[src/ccx_pkg.sv]
// Package with the types, constants and helpers shared by the keystream XOR unit.
package ccx_pkg;

    localparam logic [31:0] SIGMA0 = 32'h61707865;
    localparam logic [31:0] SIGMA1 = 32'h3320646e;
    localparam logic [31:0] SIGMA2 = 32'h79622d32;
    localparam logic [31:0] SIGMA3 = 32'h6b206574;

    localparam int unsigned NUM_REGS = 7;
    localparam int unsigned ADDR_W = 6;

    localparam logic [2:0] REG_KEY0 = 3'd0;
    localparam logic [2:0] REG_KEY1 = 3'd1;
    localparam logic [2:0] REG_KEY2 = 3'd2;
    localparam logic [2:0] REG_KEY3 = 3'd3;
    localparam logic [2:0] REG_NONCE_LO = 3'd4;
    localparam logic [2:0] REG_NONCE_HI = 3'd5;
    localparam logic [2:0] REG_INIT_CTR = 3'd6;

    typedef enum logic [2:0] {
        ST_IDLE,
        ST_LOAD,
        ST_ROUND,
        ST_FINAL,
        ST_OUT
    } state_t;

    // One quarter-round's four words, in and out of the shared core.
    typedef struct packed {
        logic [31:0] a;
        logic [31:0] b;
        logic [31:0] c;
        logic [31:0] d;
    } quad_t;

    function automatic logic [31:0] rotl(input logic [31:0] x, input int unsigned n);
        rotl = (x << n) | (x >> (32 - n));
    endfunction

endpackage

[src/ccx_quarter.sv]
// Shared ChaCha quarter-round core, one full quarter-round per use.
module ccx_quarter (
    input  ccx_pkg::quad_t qin,
    output ccx_pkg::quad_t qout
);
    import ccx_pkg::*;

    logic [31:0] a1, b1, c1, d1, a2, b2, c2, d2;

    always_comb
    begin
        a1 = qin.a + qin.b;
        d1 = rotl(qin.d ^ a1, 16);
        c1 = qin.c + d1;
        b1 = rotl(qin.b ^ c1, 12);
        a2 = a1 + b1;
        d2 = rotl(d1 ^ a2, 8);
        c2 = c1 + d2;
        b2 = rotl(b1 ^ c2, 7);
        qout.a = a2;
        qout.b = b2;
        qout.c = c2;
        qout.d = d2;
    end

endmodule

[src/ccx_regs.sv]
// APB configuration register file for key, nonce and initial counter.
module ccx_regs (
    input  logic                       clk,
    input  logic                       rst_n,
    input  logic                       psel,
    input  logic                       penable,
    input  logic                       pwrite,
    input  logic [ccx_pkg::ADDR_W-1:0] paddr,
    input  logic [63:0]                pwdata,
    output logic [63:0]                prdata,
    output logic [255:0]               key,
    output logic [63:0]                nonce_lo,
    output logic [31:0]                nonce_hi,
    output logic [31:0]                init_ctr
);
    import ccx_pkg::*;

    logic [63:0] key_reg [4];
    logic [63:0] nonce_lo_reg;
    logic [31:0] nonce_hi_reg;
    logic [31:0] init_ctr_reg;
    logic        wr_en;
    logic [2:0]  idx;

    assign wr_en = psel && penable && pwrite;
    assign idx   = paddr[5:3];

    always_ff @(posedge clk or negedge rst_n)
    begin
        if (!rst_n)
        begin
            for (int i = 0; i < 4; i++)
            begin
                key_reg[i] <= '0;
            end
            nonce_lo_reg <= '0;
            nonce_hi_reg <= '0;
            init_ctr_reg <= 32'd1;
        end
        else if (wr_en)
        begin
            case (idx)
                REG_KEY0:     key_reg[0] <= pwdata;
                REG_KEY1:     key_reg[1] <= pwdata;
                REG_KEY2:     key_reg[2] <= pwdata;
                REG_KEY3:     key_reg[3] <= pwdata;
                REG_NONCE_LO: nonce_lo_reg <= pwdata;
                REG_NONCE_HI: nonce_hi_reg <= pwdata[31:0];
                REG_INIT_CTR: init_ctr_reg <= pwdata[31:0];
                default:      ;
            endcase
        end
    end

    always_comb
    begin
        case (idx)
            REG_KEY0:     prdata = key_reg[0];
            REG_KEY1:     prdata = key_reg[1];
            REG_KEY2:     prdata = key_reg[2];
            REG_KEY3:     prdata = key_reg[3];
            REG_NONCE_LO: prdata = nonce_lo_reg;
            REG_NONCE_HI: prdata = {32'd0, nonce_hi_reg};
            REG_INIT_CTR: prdata = {32'd0, init_ctr_reg};
            default:      prdata = '0;
        endcase
    end

    assign key      = {key_reg[3], key_reg[2], key_reg[1], key_reg[0]};
    assign nonce_lo = nonce_lo_reg;
    assign nonce_hi = nonce_hi_reg;
    assign init_ctr = init_ctr_reg;

endmodule

[src/stream_cipher_keystream_xor_unit.sv]
// Top level of the ChaCha20 keystream XOR unit.
//
// Message bytes enter on data_byte/last_byte with valid_in/stall_in and leave
// as out_byte/out_last with valid_out/stall_out. An item is accepted at an
// edge where valid is high and stall is low; exactly one result per item.
// At the first byte of each 64-byte block the unit builds the state and runs
// the block function on one shared quarter-round core, one quarter-round per
// cycle in the round state, between a load state and a final-add state. Such
// a byte then waits in the out state until the output register is free;
// other bytes go straight to the out state. No new item is taken until the
// current one's result is in the output register. A last byte restarts the
// counter at initial_counter for the next message. Reset clears the position,
// sets the counter source to initial_counter and empties the output register.
// While the receiver stalls, the result holds; one more item may be taken,
// and it waits until the output register is free. Configuration is to be
// written over the APB port (8-byte spacing) while idle; the user must keep to
// this, as the block itself does not enforce it.
module stream_cipher_keystream_xor_unit #(
    parameter int unsigned DOUBLE_ROUNDS = 10
) (
    input  logic                       clk,
    input  logic                       rst_n,
    input  logic                       psel,
    input  logic                       penable,
    input  logic                       pwrite,
    input  logic [ccx_pkg::ADDR_W-1:0] paddr,
    input  logic [63:0]                pwdata,
    output logic [63:0]                prdata,
    output logic                       pready,
    input  logic                       valid_in,
    output logic                       stall_in,
    input  logic [7:0]                 data_byte,
    input  logic                       last_byte,
    output logic                       valid_out,
    input  logic                       stall_out,
    output logic [7:0]                 out_byte,
    output logic                       out_last
);
    import ccx_pkg::*;

    localparam int unsigned STEPS = 8 * DOUBLE_ROUNDS;
    localparam int unsigned STEP_W = $clog2(STEPS);

    logic [255:0] key;
    logic [63:0]  nonce_lo;
    logic [31:0]  nonce_hi;
    logic [31:0]  init_ctr;

    state_t       state_reg, state_next;
    logic [31:0]  w_reg [16];
    logic [31:0]  ks_reg [16];
    logic [31:0]  ctr_reg;
    logic [5:0]   pos_reg;
    logic         start_reg;
    logic [STEP_W-1:0] step_reg;
    logic [7:0]   data_reg;
    logic         last_reg;
    logic         ovalid_reg;
    logic [7:0]   obyte_reg;
    logic         olast_reg;

    logic         in_acc, out_free, emit;
    logic [31:0]  init_w [16];
    logic [31:0]  blk_ctr;
    logic [3:0]   ia, ib, ic, id;
    quad_t        qin, qout;
    logic [31:0]  ks_word;
    logic [7:0]   ks_byte;

    ccx_regs u_regs (
        .clk      (clk),
        .rst_n    (rst_n),
        .psel     (psel),
        .penable  (penable),
        .pwrite   (pwrite),
        .paddr    (paddr),
        .pwdata   (pwdata),
        .prdata   (prdata),
        .key      (key),
        .nonce_lo (nonce_lo),
        .nonce_hi (nonce_hi),
        .init_ctr (init_ctr)
    );

    assign pready = 1'b1;

    assign out_free = !ovalid_reg || !stall_out;
    assign stall_in = (state_reg != ST_IDLE);
    assign in_acc   = valid_in && (state_reg == ST_IDLE);
    assign emit     = (state_reg == ST_OUT) && out_free;

    assign blk_ctr = start_reg ? init_ctr : ctr_reg;

    always_comb
    begin
        init_w[0]  = SIGMA0;
        init_w[1]  = SIGMA1;
        init_w[2]  = SIGMA2;
        init_w[3]  = SIGMA3;
        for (int i = 0; i < 8; i++)
        begin
            init_w[4 + i] = key[32*i +: 32];
        end
        init_w[12] = ctr_reg;
        init_w[13] = nonce_lo[31:0];
        init_w[14] = nonce_lo[63:32];
        init_w[15] = nonce_hi;
    end

    // Quarter-round word indexes: low two step bits pick the lane, bit 2 picks
    // column versus diagonal.
    always_comb
    begin
        ia = {2'b00, step_reg[1:0]};
        if (!step_reg[2])
        begin
            ib = 4'd4 + {2'b00, step_reg[1:0]};
            ic = 4'd8 + {2'b00, step_reg[1:0]};
            id = 4'd12 + {2'b00, step_reg[1:0]};
        end
        else
        begin
            ib = {2'b01, step_reg[1:0] + 2'd1};
            ic = {2'b10, step_reg[1:0] + 2'd2};
            id = {2'b11, step_reg[1:0] + 2'd3};
        end
    end

    assign qin.a = w_reg[ia];
    assign qin.b = w_reg[ib];
    assign qin.c = w_reg[ic];
    assign qin.d = w_reg[id];

    ccx_quarter u_quarter (
        .qin  (qin),
        .qout (qout)
    );

    assign ks_word = ks_reg[pos_reg[5:2]];
    assign ks_byte = ks_word[8*pos_reg[1:0] +: 8];

    always_comb
    begin
        state_next = state_reg;
        case (state_reg)
            ST_IDLE:
            begin
                if (in_acc)
                begin
                    state_next = (pos_reg == 6'd0) ? ST_LOAD : ST_OUT;
                end
            end
            ST_LOAD:  state_next = ST_ROUND;
            ST_ROUND:
            begin
                if (step_reg == STEP_W'(STEPS - 1))
                begin
                    state_next = ST_FINAL;
                end
            end
            ST_FINAL: state_next = ST_OUT;
            ST_OUT:
            begin
                if (out_free)
                begin
                    state_next = ST_IDLE;
                end
            end
            default:  state_next = ST_IDLE;
        endcase
    end

    always_ff @(posedge clk or negedge rst_n)
    begin
        if (!rst_n)
        begin
            state_reg  <= ST_IDLE;
            ctr_reg    <= 32'd1;
            pos_reg    <= '0;
            start_reg  <= 1'b1;
            step_reg   <= '0;
            ovalid_reg <= 1'b0;
        end
        else
        begin
            state_reg <= state_next;
            if (state_reg == ST_IDLE && in_acc && pos_reg == 6'd0)
            begin
                ctr_reg   <= blk_ctr;
                start_reg <= 1'b0;
            end
            else if (state_reg == ST_FINAL)
            begin
                ctr_reg <= ctr_reg + 32'd1;
            end
            if (state_reg == ST_LOAD)
            begin
                step_reg <= '0;
            end
            else if (state_reg == ST_ROUND)
            begin
                step_reg <= step_reg + 1'b1;
            end
            if (emit)
            begin
                ovalid_reg <= 1'b1;
                if (last_reg)
                begin
                    pos_reg   <= '0;
                    start_reg <= 1'b1;
                end
                else
                begin
                    pos_reg <= pos_reg + 6'd1;
                end
            end
            else if (!stall_out)
            begin
                ovalid_reg <= 1'b0;
            end
        end
    end

    // The counter register holds the block's counter from load until the
    // final add, which also advances it for the next block.
    always_ff @(posedge clk)
    begin
        if (in_acc)
        begin
            data_reg <= data_byte;
            last_reg <= last_byte;
        end
        if (state_reg == ST_LOAD)
        begin
            for (int i = 0; i < 16; i++)
            begin
                w_reg[i] <= init_w[i];
            end
        end
        else if (state_reg == ST_ROUND)
        begin
            w_reg[ia] <= qout.a;
            w_reg[ib] <= qout.b;
            w_reg[ic] <= qout.c;
            w_reg[id] <= qout.d;
        end
        if (state_reg == ST_FINAL)
        begin
            for (int i = 0; i < 16; i++)
            begin
                ks_reg[i] <= w_reg[i] + init_w[i];
            end
        end
        if (emit)
        begin
            obyte_reg <= data_reg ^ ks_byte;
            olast_reg <= last_reg;
        end
    end

    assign valid_out = ovalid_reg;
    assign out_byte  = obyte_reg;
    assign out_last  = olast_reg;

    // An item is only taken with the core idle.
    a_no_accept_busy: assert property (@(posedge clk) disable iff (!rst_n)
        (state_reg != ST_IDLE) |-> stall_in)
        else $error("item accepted while busy");

    // A new block always follows the load and starts at the first round step.
    a_round_start: assert property (@(posedge clk) disable iff (!rst_n)
        (state_reg == ST_LOAD) |=> (state_reg == ST_ROUND && step_reg == '0))
        else $error("round sequence did not start cleanly");

    // A block is built only at byte position zero.
    a_load_pos: assert property (@(posedge clk) disable iff (!rst_n)
        (state_reg == ST_LOAD) |-> (pos_reg == 6'd0))
        else $error("block built mid-block");

    // The output register is not overwritten while stalled.
    a_hold: assert property (@(posedge clk) disable iff (!rst_n)
        (valid_out && stall_out) |=> (valid_out && $stable(out_byte)))
        else $error("stalled result changed");

endmodule

[config.mk]
export PLATFORM = sky130hd
export DESIGN_NAME = stream_cipher_keystream_xor_unit
export DESIGN_NICKNAME = d
export VERILOG_FILES = /design/src/ccx_pkg.sv /design/src/ccx_quarter.sv /design/src/ccx_regs.sv /design/src/stream_cipher_keystream_xor_unit.sv
export SDC_FILE = /design/constraint.sdc
export NUM_CORES = 2
export LEC_CHECK = 0
export BUFFER_PORTS_ARGS = -buffer_cell sky130_fd_sc_hd__buf_2
export CAP_MARGIN = 30
export CELL_PAD_IN_SITES_DETAIL_PLACEMENT = 0
export CELL_PAD_IN_SITES_GLOBAL_PLACEMENT = 1
export CORE_ASPECT_RATIO = 1.2
export CORE_MARGIN = 2
export CORE_UTILIZATION = 45
export DETAILED_ROUTE_END_ITERATION = 12
export PLACE_DENSITY = 0.69
export SYNTH_ARGS = -nofsm -noshare
export SYNTH_HDL_FRONTEND = slang
export SYNTH_HIERARCHICAL = 1
export SYNTH_SLANG_ARGS = --single-unit
export TNS_END_PERCENT = 100
[constraint.sdc]
create_clock -name clk -period 26.8 [get_ports clk]
set_clock_uncertainty 0.15 [all_clocks]
set_input_delay 5.36 -clock clk [delete_from_list [all_inputs] [get_ports clk]]
set_output_delay 5.36 -clock clk [all_outputs]
set_load 0.03 [all_outputs]
==> report_table.html <==
<table>
<tr><th>Metric</th><th>Value</th></tr>
<tr><th colspan="2">Worst setup path</th></tr>
<tr><td>Highest-delay cell along the critical path</td><td>sky130_fd_sc_hd__o41ai_1</td></tr>
<tr><td>Largest fanout of any net on the critical path</td><td>36</td></tr>
<tr><td>Crit. path cell count</td><td>51</td></tr>
<tr><td>Most frequent cell on the critical path</td><td>sky130_fd_sc_hd__ha_1</td></tr>
<tr><td>Largest incremental delay on the critical path</td><td>1000 ps</td></tr>
<tr><td>Endpoint required time on the critical path</td><td>27370 ps</td></tr>
<tr><td>Critical Path Sink Type</td><td>register</td></tr>
<tr><td>Delay-heaviest family, CP</td><td>compound AO/OA/AOI/OAI gates</td></tr>
<tr><td>Data arrival, critical path</td><td>18800 ps</td></tr>
<tr><td>Depth of the most critical reg-to-reg path</td><td>51</td></tr>
<tr><td>Minimum setup slack among reg-to-reg paths</td><td>8570 ps</td></tr>
<tr><td>Critical path buffer and inverter count</td><td>5</td></tr>
<tr><td>Startpoint Class</td><td>register</td></tr>
<tr><td>Start-to-end type of the worst setup path</td><td>reg2reg</td></tr>
<tr><th colspan="2">STA</th></tr>
<tr><td>Ratio of final minimum period to clock period</td><td>68.0%</td></tr>
<tr><td>Total count of hold-check failures in the final report</td><td>0</td></tr>
<tr><td>Total Neg Setup Slack</td><td>0 ps</td></tr>
<tr><td>Number of endpoints failing setup at the final stage</td><td>0</td></tr>
<tr><td>Fmax achieved</td><td>54.8 MHz</td></tr>
<tr><td>Min Clock Period, post-route</td><td>18230 ps</td></tr>
<tr><td>Final-report max-slew violation count</td><td>0</td></tr>
<tr><td>RSZ-0062 raised after global routing</td><td>no</td></tr>
<tr><td>Worst Max-Slew Pin Slew</td><td>1150 ps</td></tr>
<tr><td>Max-slew headroom at the worst pin</td><td>22.8%</td></tr>
<tr><th colspan="2">Synth</th></tr>
<tr><td>Mean post-synth cell area</td><td>11.8 µm²</td></tr>
<tr><td>Share of synthesized flip-flops with an asynchronous set or reset</td><td>29.4%</td></tr>
<tr><td>Proportion of synthesized chip area in sequential cells</td><td>45.1%</td></tr>
<tr><td>Number of enable flip-flop cells after synthesis</td><td>1042</td></tr>
<tr><td>Multiplexer fraction of the synthesized cell area</td><td>16.6%</td></tr>
<tr><td>XOR/XNOR share of the synthesized area</td><td>6.79%</td></tr>
<tr><td>Arithmetic-cell share of the synthesized area counting full adders, half adders and majority gates</td><td>7.18%</td></tr>
<tr><td>Leading register cell type out of synthesis</td><td>sky130_fd_sc_hd__edfxtp_1</td></tr>
<tr><td>Yosys synthesis warning count</td><td>6</td></tr>
<tr><td>Area fraction in and, or, nand and nor cells after synthesis</td><td>8.29%</td></tr>
<tr><td>Combined area of all synthesized cells</td><td>93400 µm²</td></tr>
<tr><td>Synth Register Bits</td><td>1476</td></tr>
<tr><td>Number of distinct library cells after synthesis</td><td>121</td></tr>
<tr><td>Post-Syn Nets</td><td>8502</td></tr>
<tr><td>Instance count of the mapped netlist</td><td>7890</td></tr>
<tr><td>Complex-gate fraction of the synthesized area</td><td>13.7%</td></tr>
<tr><td>Combinational family with the most area after synthesis</td><td>multiplexers</td></tr>
<tr><th colspan="2">Layout</th></tr>
<tr><td>Commonest cells after routing, fill and taps aside</td><td>1042 x sky130_fd_sc_hd__edfxtp_1, 710 x sky130_fd_sc_hd__mux2_2, 517 x sky130_fd_sc_hd__a21oi_1, 509 x sky130_fd_sc_hd__ha_1, 430 x sky130_fd_sc_hd__nand2_1</td></tr>
<tr><td>Layout Cell Area excl Fill</td><td>103000 µm²</td></tr>
<tr><td>Proportion of layout cells with a drive suffix above 1</td><td>20.0%</td></tr>
<tr><td>Final layout net count</td><td>8613</td></tr>
<tr><td>Final-layout fill cell count</td><td>18406</td></tr>
<tr><td>Leading cell type in the layout, fill and taps excluded</td><td>sky130_fd_sc_hd__edfxtp_1</td></tr>
<tr><td>Area Growth Syn to Fin</td><td>10.5%</td></tr>
<tr><th colspan="2">Die</th></tr>
<tr><td>Area of the core</td><td>207000 µm²</td></tr>
<tr><td>Initial core utilization</td><td>45.2%</td></tr>
<tr><td>Full die area</td><td>211000 µm²</td></tr>
<tr><td>Row count</td><td>183</td></tr>
<tr><td>Number of ports placed on the die boundary</td><td>162</td></tr>
<tr><td>Die width</td><td>420 µm</td></tr>
<tr><td>Chip height</td><td>503 µm</td></tr>
<tr><th colspan="2">Clock network</th></tr>
<tr><td>Total setup buffers inserted after CTS</td><td>0</td></tr>
<tr><td>Root cell of the clock tree</td><td>sky130_fd_sc_hd__clkbuf_16</td></tr>
<tr><td>CTS HTree Levels</td><td>4</td></tr>
<tr><td>Post-CTS resize count</td><td>0</td></tr>
<tr><td>TritonCTS clock tree</td><td>built</td></tr>
<tr><td>TritonCTS Buffers</td><td>165</td></tr>
<tr><td>Clock Sinks</td><td>1476</td></tr>
<tr><td>Clk Latency, worst-skew pair</td><td>870 ps</td></tr>
<tr><td>Number of buffers inserted by hold repair at cts</td><td>0</td></tr>
<tr><td>Clock transition time at the flip-flop clock pins of the worst setup and hold paths</td><td>60 ps</td></tr>
<tr><td>CTS max path bufs</td><td>3</td></tr>
<tr><th colspan="2">GRT</th></tr>
<tr><td>Via count of the first global-routing pass</td><td>68781</td></tr>
<tr><td>Initial antenna violation count</td><td>31</td></tr>
<tr><td>Total global routing track utilization</td><td>34.9%</td></tr>
<tr><td>Remaining global-route overflow</td><td>0</td></tr>
<tr><td>Global-route wire length before repair</td><td>517000 µm</td></tr>
<tr><td>Largest net degree at the start of global routing</td><td>128</td></tr>
<tr><th colspan="2">Routing</th></tr>
<tr><td>Starting DRT DRC Count</td><td>7405</td></tr>
<tr><td>Post-detailed-route via-to-cell ratio</td><td>6.42</td></tr>
<tr><td>Remaining design rule violation count</td><td>0</td></tr>
<tr><td>Detailed-route wire length per cell</td><td>34.1 µm</td></tr>
<tr><td>Number of iterations in the first detailed-routing pass</td><td>6</td></tr>
<tr><td>ANT nets after route</td><td>0</td></tr>
<tr><td>Total length of routed wires</td><td>373000 µm</td></tr>
<tr><td>Total number of vias</td><td>70230</td></tr>
<tr><th colspan="2">Worst hold path</th></tr>
<tr><td>Hold Path Depth</td><td>0</td></tr>
<tr><td>Path type of the worst min-delay path</td><td>reg2reg</td></tr>
<tr><th colspan="2">Placed design</th></tr>
<tr><td>Half-perimeter wire length after placement</td><td>302000 µm</td></tr>
<tr><td>Routability-driven placement congestion ratio</td><td>1.06</td></tr>
<tr><td>I/O Buffers</td><td>157</td></tr>
<tr><td>Placed inst area</td><td>97600 µm²</td></tr>
<tr><th colspan="2">Status</th></tr>
<tr><td>Status</td><td>complete, no violations</td></tr>
<tr><th colspan="2">Flow run</th></tr>
<tr><td>Count of maximum capacitance violations</td><td>0</td></tr>
</table>
-- routing by layer --
layer	track usage, %	vias up	wire length [µm]
met5	0	-	23
met4	16.0	4	19000
met3	4.53	522	27000
met2	57.1	2987	176000
met1	46.2	36317	152000
li1	-	30400	-
-- cells in the mapped netlist, drive strengths merged, types with 19 or more instances --
library cell  instances  area [µm²]
ha                  510        6380
a31oi               103         706
xnor2               399        3510
nand2b              113         707
nand3               158         791
nand4b               22         208
a21oi               527        2670
a21o                289        2170
o2bb2ai              35         313
o221ai               56         497
nand3b               19         143
o211ai               25         193
nor2b                55         344
nor3                 65         340
or2                  23         144
a211oi               83         643
o21bai               69         522
inv                 140         526
mux2i               192        1920
xor2                308        2710
buf                 132         653
and3                139         870
clkbuf              236         887
and2                 67         419
o21a                113         848
edfxtp             1042       31300
mux2                792        8920
nand4                70         438
mux4                208        4680
dfrtp               431       10800
o22ai                22         138
o21ai               355        1790
nor2                326        1230
a221oi               20         219
nand2               431        1620
o31ai                27         245
-- through the flow --
stage | setup slack [ps] | util [%] | instances | hold WS, ps
after CTS | 8840 | 49.8 | 10909 | 307
final | 8570 | 49.9 | 10937 | 307
after detailed placement | 8860 | 47.2 | 10600 | 293
after global routing | 8350 | 49.9 | 10923 | 333
after floorplan | 10220 | - | 7890 | 271
after global placement | 7740 | 47.0 | 10568 | 296
-- worst register-to-register path, delay by kind of cell (launching register included) --
kind	cells	cell delay, ps
mux	2	840
buf+inv	5	1350
fa+ha+maj	6	2170
flops	1	900
simple gates	4	700
compound gates	25	7290
xor+xnor	9	4720
-- final cells by class --
type / count / area [µm²] / share of cell area [%]
antenna: 19 / 47.5 / 0.0461
clock inverter: 73 / 772 / 0.748
inverter: 143 / 544 / 0.527
multi-input combinational: 5903 / 49400 / 47.8
sequential: 1476 / 42200 / 40.9
timing repair buffer: 312 / 2160 / 2.09
clock buffer: 236 / 4680 / 4.54
tap: 2775 / 3470 / 3.36
-- final timing paths --
path,from,to
max in group asynchronous,rst_n,u_regs/key[189]
min in group asynchronous,rst_n,u_regs/init_ctr[3]
max reg2reg,step_reg[0],w_reg[6][6]
min reg2reg,w_reg[3][1],ks_reg[3][1]
min,w_reg[3][1],ks_reg[3][1]
max,step_reg[0],w_reg[6][6]
-- kinds of logic after synthesis --
group	count (synthesis)
adder cells (fa/ha/maj)	526
other	1
multiplexers	1192
AO/OA/AOI/OAI	1923
buffers and inverters	511
AND/OR/NAND/NOR	1549
flip-flops	1476
XOR/XNOR	712
Power is left out: the tool's default activity adds up to more than one toggle a clock period on the data nets, which glitch-free logic cannot reach.
